File: src/rtl/csr_spmv_pkg.sv
`timescale 1ns / 1ps
`default_nettype none
// ----------------------------------------------------------------------------
// CSR sparse matrix-vector product package
// Field widths, command codes, arithmetic bounds and the item type passed
// from the input stage to the multiply-accumulate datapath.
// ----------------------------------------------------------------------------
package csr_spmv_pkg;

    localparam int CMD_W   = 2;
    localparam int INDEX_W = 10;
    localparam int VALUE_W = 32;
    localparam int ROW_W   = 16;
    localparam int FRAC_W  = 16;
    localparam int PROD_W  = 2 * VALUE_W;
    localparam int ACC_W   = PROD_W - FRAC_W;

    typedef enum logic [CMD_W-1:0] {
        CMD_LOAD    = 2'd0,
        CMD_NONZERO = 2'd1,
        CMD_EMPTY   = 2'd2
    } cmd_t;

    localparam logic signed [ACC_W-1:0]   ACC_MAX = {1'b0, {(ACC_W-1){1'b1}}};
    localparam logic signed [ACC_W-1:0]   ACC_MIN = {1'b1, {(ACC_W-1){1'b0}}};
    localparam logic signed [VALUE_W-1:0] SUM_MAX = {1'b0, {(VALUE_W-1){1'b1}}};
    localparam logic signed [VALUE_W-1:0] SUM_MIN = {1'b1, {(VALUE_W-1){1'b0}}};

    typedef struct packed {
        logic [CMD_W-1:0]          command;
        logic                      row_end;
        logic signed [VALUE_W-1:0] value;
        logic                      in_range;
    } op_t;

endpackage
`default_nettype wire

File: src/rtl/csr_spmv_if.sv
`timescale 1ns / 1ps
`default_nettype none


interface csr_spmv_out_if;
    logic                                       valid;
    logic                                       ready;
    logic [csr_spmv_pkg::ROW_W-1:0]             row_number;
    logic signed [csr_spmv_pkg::VALUE_W-1:0]    row_sum;
    logic                                       saturated;

    modport source (output valid, row_number, row_sum, saturated, input ready);
    modport sink   (input valid, row_number, row_sum, saturated, output ready);
endinterface
`default_nettype wire

File: src/rtl/csr_spmv_mac.sv
`timescale 1ns / 1ps
`default_nettype none
// ----------------------------------------------------------------------------
// CSR SpMV multiply-accumulate datapath
// Registered product stage, 48-bit saturating accumulator, row counter and
// the result output register.
// ----------------------------------------------------------------------------
module csr_spmv_mac #(
    parameter int MAX_ROWS = 65536
) (
    input  wire logic                                    clk,
    input  wire logic                                    rst_n,
    input  wire logic                                    op_valid,
    output logic                                         op_ready,
    input  wire csr_spmv_pkg::op_t                       op,
    input  wire logic signed [csr_spmv_pkg::VALUE_W-1:0] entry,
    csr_spmv_out_if.source                               results
);
    import csr_spmv_pkg::*;

    localparam int RC_W = $clog2(MAX_ROWS);

    logic                       s2_valid_reg;
    logic [CMD_W-1:0]           s2_cmd_reg;
    logic                       s2_row_end_reg;
    logic signed [PROD_W-1:0]   s2_prod_reg;
    logic signed [PROD_W-1:0]   prod_next;

    logic signed [ACC_W-1:0]    acc_reg;
    logic signed [ACC_W-1:0]    acc_next;
    logic [RC_W-1:0]            row_cnt_reg;
    logic [RC_W-1:0]            row_cnt_next;

    logic                       out_valid_reg;
    logic                       out_valid_next;
    logic [ROW_W-1:0]           row_number_reg;
    logic signed [VALUE_W-1:0]  row_sum_reg;
    logic signed [VALUE_W-1:0]  row_sum_next;
    logic                       saturated_reg;
    logic                       saturated_next;

    logic                       s2_result;
    logic                       out_en;
    logic                       s2_move;
    logic                       s2_load;
    logic signed [ACC_W-1:0]    prod_q;
    logic signed [ACC_W:0]      acc_sum;
    logic signed [ACC_W-1:0]    acc_sat;
    logic                       fits32;
    logic [RC_W-1:0]            row_cnt_inc;

    assign s2_result = s2_valid_reg
                       && ((s2_cmd_reg == CMD_NONZERO && s2_row_end_reg)
                           || s2_cmd_reg == CMD_EMPTY);
    assign out_en    = !out_valid_reg || results.ready;
    assign s2_move   = s2_valid_reg && (!s2_result || out_en);
    assign s2_load   = !s2_valid_reg || s2_move;
    assign op_ready  = s2_load;

    assign prod_next = op.value * entry;

    always_ff @(posedge clk or negedge rst_n)
    begin
        if (!rst_n)
        begin
            s2_valid_reg <= 1'b0;
        end
        else if (s2_load)
        begin
            s2_valid_reg <= op_valid;
        end
    end

    always_ff @(posedge clk)
    begin
        if (s2_load && op_valid)
        begin
            s2_cmd_reg     <= op.command;
            s2_row_end_reg <= op.row_end;
            s2_prod_reg    <= prod_next;
        end
    end

    // floor shift: drop the low fraction bits
    assign prod_q  = s2_prod_reg[PROD_W-1:FRAC_W];
    assign acc_sum = {acc_reg[ACC_W-1], acc_reg} + {prod_q[ACC_W-1], prod_q};

    always_comb
    begin
        if (acc_sum[ACC_W] != acc_sum[ACC_W-1])
        begin
            acc_sat = acc_sum[ACC_W] ? ACC_MIN : ACC_MAX;
        end
        else
        begin
            acc_sat = acc_sum[ACC_W-1:0];
        end
    end

    assign fits32 = (&acc_sat[ACC_W-1:VALUE_W-1]) || !(|acc_sat[ACC_W-1:VALUE_W-1]);
    assign row_cnt_inc = (row_cnt_reg == RC_W'(MAX_ROWS - 1)) ? '0 : row_cnt_reg + 1'b1;

    always_comb
    begin
        acc_next       = acc_reg;
        row_cnt_next   = row_cnt_reg;
        row_sum_next   = '0;
        saturated_next = 1'b0;
        if (s2_move)
        begin
            case (s2_cmd_reg)
                CMD_LOAD:
                begin
                    row_cnt_next = '0;
                end
                CMD_NONZERO:
                begin
                    if (s2_row_end_reg)
                    begin
                        acc_next     = '0;
                        row_cnt_next = row_cnt_inc;
                        if (fits32)
                        begin
                            row_sum_next = acc_sat[VALUE_W-1:0];
                        end
                        else
                        begin
                            row_sum_next   = acc_sat[ACC_W-1] ? SUM_MIN : SUM_MAX;
                            saturated_next = 1'b1;
                        end
                    end
                    else
                    begin
                        acc_next = acc_sat;
                    end
                end
                CMD_EMPTY:
                begin
                    acc_next     = '0;
                    row_cnt_next = row_cnt_inc;
                end
                default:
                begin
                    acc_next = acc_reg;
                end
            endcase
        end
    end

    always_comb
    begin
        if (out_en)
        begin
            out_valid_next = s2_move && s2_result;
        end
        else
        begin
            out_valid_next = out_valid_reg;
        end
    end

    always_ff @(posedge clk or negedge rst_n)
    begin
        if (!rst_n)
        begin
            acc_reg       <= '0;
            row_cnt_reg   <= '0;
            out_valid_reg <= 1'b0;
        end
        else
        begin
            acc_reg       <= acc_next;
            row_cnt_reg   <= row_cnt_next;
            out_valid_reg <= out_valid_next;
        end
    end

    always_ff @(posedge clk)
    begin
        if (s2_move && s2_result)
        begin
            row_number_reg <= ROW_W'(row_cnt_reg);
            row_sum_reg    <= row_sum_next;
            saturated_reg  <= saturated_next;
        end
    end

    assign results.valid      = out_valid_reg;
    assign results.row_number = row_number_reg;
    assign results.row_sum    = row_sum_reg;
    assign results.saturated  = saturated_reg;

endmodule
`default_nettype wire

File: src/flat_wrapper.sv
// flat-port wrapper written by rule: the top's interface ports become plain ports
module csr_spmv_mac_flat import csr_spmv_pkg::*;
#(
    parameter int MAX_ROWS = 65536
)
  (clk, rst_n, op_valid, op_ready, op, entry, results_valid, results_row_number, results_row_sum, results_saturated, results_ready);
  csr_spmv_out_if results_i ();
  input  wire logic clk;
  input  wire logic rst_n;
  input  wire logic op_valid;
  output logic op_ready;
  input  wire csr_spmv_pkg::op_t op;
  input  wire logic signed [csr_spmv_pkg::VALUE_W-1:0] entry;
  output wire logic [$bits(results_i.valid)-1:0] results_valid;
  output wire logic [$bits(results_i.row_number)-1:0] results_row_number;
  output wire logic [$bits(results_i.row_sum)-1:0] results_row_sum;
  output wire logic [$bits(results_i.saturated)-1:0] results_saturated;
  input wire logic [$bits(results_i.ready)-1:0] results_ready;
  assign results_valid = results_i.valid;
  assign results_row_number = results_i.row_number;
  assign results_row_sum = results_i.row_sum;
  assign results_saturated = results_i.saturated;
  assign results_i.ready = results_ready;
  csr_spmv_mac #(.MAX_ROWS(MAX_ROWS)) u_core (.clk(clk), .rst_n(rst_n), .op_valid(op_valid), .op_ready(op_ready), .op(op), .entry(entry), .results(results_i));
endmodule
File: config.mk
export PLATFORM = sky130hd
export DESIGN_NAME = csr_spmv_mac_flat
export DESIGN_NICKNAME = d
export VERILOG_FILES = /design/src/rtl/csr_spmv_pkg.sv /design/src/rtl/csr_spmv_if.sv /design/src/rtl/csr_spmv_mac.sv /design/src/flat_wrapper.sv
export SDC_FILE = /design/constraint.sdc
export NUM_CORES = 2
export LEC_CHECK = 0
export CAP_MARGIN = 20
export CORE_MARGIN = 1
export CORE_UTILIZATION = 40
export CTS_CLUSTER_SIZE = 25
export DETAILED_ROUTE_END_ITERATION = 7
export DONT_BUFFER_PORTS = 1
export GPL_ROUTABILITY_DRIVEN = 0
export HOLD_SLACK_MARGIN = 0.12
export PLACE_DENSITY_LB_ADDON = 0.1
export SETUP_SLACK_MARGIN = 0.1
export SLEW_MARGIN = 10
export SYNTH_ARGS = -nofsm -noshare
export SYNTH_HDL_FRONTEND = slang
export SYNTH_SLANG_ARGS = --single-unit
File: constraint.sdc
create_clock -name clk -period 4.7 [get_ports clk]
set_input_delay 0.94 -clock clk [delete_from_list [all_inputs] [get_ports clk]]
set_output_delay 0.94 -clock clk [all_outputs]
set_load 0.01 [all_outputs]
* After elaboration in Yosys (flattened, before gate mapping) *
Cells that the tools add are included.

cells by class
  add/subtract/negate cells = 2
  multiply operators = 1
  equal/unequal tests = 5
  muxes and demuxes = 10
  reductions and logical operators = 22

operators by type and width
  cell                   count
  $mux 48                3
  $pmux 48 s2            1
  $mul 32x32->64         1
  $mux 32                2
  $add 48x48->49         1
  $pmux 16 s3            1
  $mux 16                2
  $reduce_and 17->1      1
  $reduce_or 17->1       1
  $add 16x1->16 const B  1
  $eq 16x16->1 const B   1
  $reduce_and 3->1       2
  $logic_and 1x1->1      5
  $logic_or 1x1->1       5
  $logic_not 1->1        4
  $reduce_bool 3->1      1
  $eq 2x1->1 const B     1
  $eq 2x2->1 const B     1
  $logic_not 2->1        1
  $ne 2x1->1 const B     1
  $reduce_and 2->1       1
  $reduce_bool 2->1      1
  $mux 1                 1
  $ne 1x1->1             1

storage, ports and cells
  bits in registers = 182
  input port bits = 72

* Logic depth before layout (Yosys ltp) *
  depth after elaboration = 9
  gate-level depth with buffers = 30
  mapped depth without buffers = 29

* Worst setup path after synthesis *
OpenSTA, ideal clock, no wires.

  kind = input port to flip-flop
  start point = input port op[32] in the netlist's numbering
  end point = register u_core.s2_prod_reg[62], data pin
  setup time = 0.258 ns
  arrival time = 8.202 ns
  required time = 4.442 ns
  path slack = -3.760 ns
  stages = 26
  cell sequence = clkbuf_1 > nand2_1 > inv_1 > fa_1 > fa_1 > inv_1 > fa_1 > inv_1 > fa_1 > inv_1 > fa_1 > inv_1 > fa_1 > inv_1 > fa_1 > inv_1 > fa_1 > ha_1 > a21o_1 > a21oi_1 > nor2b_1 > or3b_2 > o311ai_0 > o21ai_0 > a21oi_1 > xnor2_1

between the ends
  cells in the longest elaborated chain, start to end = 1

ends and longest elaborated chain
  item                            line                RTL
  start: declaration              flat_wrapper.sv:12  input wire csr_spmv_pkg::op_t op;
  $mul 32x32->64                  csr_spmv_mac.sv:60  assign prod_next = op.value * entry;
  named net u_core.prod_next[62]  csr_spmv_mac.sv:27  logic signed [PROD_W-1:0] prod_next;
  end signal: assignment          csr_spmv_mac.sv:80  s2_prod_reg <= prod_next;
  end: declaration                csr_spmv_mac.sv:26  logic signed [PROD_W-1:0] s2_prod_reg;

The timed path passes the listed nets, and every way through them passes these cells.
A chain may end at the register's enable or synchronous reset.

* Worst setup path after layout *
  start point = input port entry[7] in the netlist's numbering
  end point = register u_core.s2_prod_reg[54], data pin

between the ends
  cells in the longest elaborated chain, start to end = 1

ends and longest elaborated chain
  item                            line                RTL
  start: declaration              flat_wrapper.sv:13  input wire logic signed [csr_spmv_pkg::VALUE_W-1:0] entry;
  $mul 32x32->64                  csr_spmv_mac.sv:60
  named net u_core.prod_next[54]  csr_spmv_mac.sv:27

The timed path passes the listed nets, and every way through them passes these cells.

==> flow_summary.ini <==
[final_layout]
diodes = 0
regArea_um2 = 4654
drive_above_1_share_pct = 14.86
nets = 6242
multi_input_comb_area_um2 = 36320
area_growth_pct = 14.83
final_cells = 6343
finish.instance_area_um2 = 50980
nFillCells = 10560

[synth]
yosysWarnings = 0
synth-main-ff-cell = edfxtp_1
synthCells = 4610
synthXorXnorAreaFrac_pct = 1.894
ys_seq_area_share_pct = 10.49
synth_top_cells_by_area = fa_1 49%, inv_1 8.5%, and2_1 7.3%
yosys.area.top_type_share_pct = 48.80
synth_area_leader_cell = fa_1
ys_types = 80
synth_edf_count = 100
synthSimpleGateAreaFrac_pct = 15.19
syn_nets = 5998
synth_compound_area_share_pct = 6.396
synth-seq-cells = 166
synth.area.mux_share_pct = 0.1212
syn_area_um2 = 44390
avgSynthCellArea_um2 = 9.629
synth_top_family_by_area = adder cells
synthAdderAreaFrac_pct = 55.39
async_flop_share_pct = 39.76

[grt]
grt_start_max_net_pins = 67
grt_pass1_wl_mm = 204.2
grtUsageTotal_pct = 23.71
grt_use_met2_pct = 41.81
met1_usage_pct = 32.00
grtUsageMet3_pct = 1.819
grt_overflow = 0
first_global_vias = 35050
antenna_found_initial = 2
busiest_layer = met2

[timing]
max-slew-margin-rel_pct = 54.24
tightest_slew_ps = 676.9
rsz0062_at_grt = true
finalCriticalPeriod_ps = 7747
final-setup-viol-count = 80
timing.final.ws_setup_ps = -3047
period_share_pct = 164.8
max_freq_ghz = 0.1291
finalClockSkew_ps = 18.81
maxSlewViolCount = 0
hold_viol = 0

[clock_tree]
cts_made_buffers = 17
cts_max_level = 4
root_buffer = clkbuf_16
cts.clk_slew.worst_paths_ps = 80
clkLatencyLatePin_ps = 460
cts.sinks = 166
hold_buffers = 0
clock_path_buffers = 2
cts_tree = done

[worst_setup_path]
max_stage_delay_ps = 570
crit_path_start_kind = input pin
crit_slowest_cell = fa_1
worst-setup-path-type = in -> reg
required_ps = 4900
crit_fanout = 32
endpoint_kind = flop
cp_data_arrival_time_ps = 7950
cpMostUsedCell = fa_1
r2r_setup_slack_ps = -470

[outcome]
status = complete, but fails checks
failed_checks = negative setup slack

[floorplanning]
row_count = 121
die_h_um = 335.1
dieArea_um2 = 112300
die_w_um = 335.1
start_util_pct = 40.55
coreArea_um2 = 109500
io_pins = 123

[placed_design]
hpwl_mm = 101.1
placed_area_um2 = 48870
port_buffers = 0
dp_slack_ps = -3584
dp.cells = 6257

[routing]
routed-via-count = 31600
drt_wl_total_mm = 128.0
viasPerCell = 4.982
antenna_left = 0
drt-pass1-iter-count = 5
drc = 0
wire_per_inst_um = 20.18
drt-initial-drc-count = 1567

[run]
drv_cap = 0

[min_path]
hp-class = in -> async
==> cells in the mapped netlist, drive strengths merged (13+ instances only) <==
master and number:
xor2 36, edfxtp 100, a21o 53, dfrtp 66, a31oi 15, nor2 110, nand3 28, o21bai 13
o21ai 109, nor3 22, clkbuf 218, ha 234, and2 517, a21oi 123, o21a 14, a22o 17
nand2b 23, o21ba 15, inv 1005, xnor2 60, fa 1082, nand2 597, nand4 14
==> worst max-delay path, delay by kind of cell <==
family / cells / cell delay, ps
simple gates: 6 / 1010
buf+inv: 7 / 410
compound gates: 7 / 1410
fa+ha+maj: 9 / 4140
==> per-layer routing <==
metal  routed length (µm)  part of all wire (%)
met5                    0                     0
met4                 2548                   2.0
met3                 4411                   3.4
met2                65120                    51
met1                55950                    44
==> stage by stage <==
stage | hold WS (ps) | setup TNS, ps | util, %
after global routing | 141.4 | -145630 | 46.57
after global placement | 442.5 | -165560 | 44.65
after floorplan | 424.9 | -121170 | -
final | 175.2 | -129280 | 46.57
after detailed placement | 458.3 | -165460 | 44.65
after CTS | 143.0 | -130250 | 46.09
==> kinds of logic after synthesis <==
group | Yosys count
AND/OR/NAND/NOR | 1364
adder cells (fa/ha/maj) | 1316
buffers and inverters | 1233
AO/OA/AOI/OAI | 430
flip-flops | 166
XOR/XNOR | 96
multiplexers | 5
==> cells in the final DEF (no fill, tap or decap), types with 10 or more instances in the layout <==
cell,count
a21o_1,53
a21oi_1,78
a21oi_2,27
a21oi_4,18
a22o_1,17
a31oi_1,13
and2_1,504
and2_4,12
and3_1,12
buf_12,10
buf_4,396
buf_6,39
clkbuf_16,17
dfrtp_1,66
edfxtp_1,100
fa_1,1059
fa_2,23
ha_1,214
ha_4,16
inv_1,993
inv_2,11
nand2_1,586
nand2b_1,20
nand3_1,24
nand4_1,13
nor2_1,93
nor2_2,11
nor3_1,13
o21a_1,14
o21ai_0,79
o21ai_1,19
o21ai_2,10
o21ba_4,11
o21bai_1,13
xnor2_1,55
xor2_1,32
==> worst paths after layout <==
path | cells past startpoint | startpoint | to
max in group asynchronous | 0 | rst_n | u_core.acc_reg[6]
worst min register to register | 0 | u_core.row_cnt_reg[11] | u_core.results.row_number[11]
min in group clk | 0 | u_core.row_cnt_reg[11] | u_core.results.row_number[11]
worst min-delay path | 0 | rst_n | u_core.acc_reg[2]
worst max register to register | 23 | u_core.acc_reg[0] | u_core.results.row_sum[27]
worst max-delay path | 29 | entry[7] | u_core.s2_prod_reg[54]
==> repair_timing <==
action | CTS | global route
buffers inserted | 42 | 15
pin swaps | 85 | 81
gates cloned | 6 | 1
endpoints found under the setup margin | 99 | 126
gates resized for setup | 120 | 106
==> layout make-up <==
| class | instances | area share [%] |
|---|---|---|
| sequential | 166 | 9.131 |
| clock buffer | 17 | 0.8345 |
| multi-input combinational | 3212 | 71.26 |
| tap | 1476 | 3.623 |
| inverter | 1005 | 7.408 |
| clock inverter | 15 | 0.3559 |
| timing repair buffer | 452 | 7.391 |
Power is left out: the tool's default activity adds up to more than one toggle a clock period on the data nets, which glitch-free logic cannot reach.
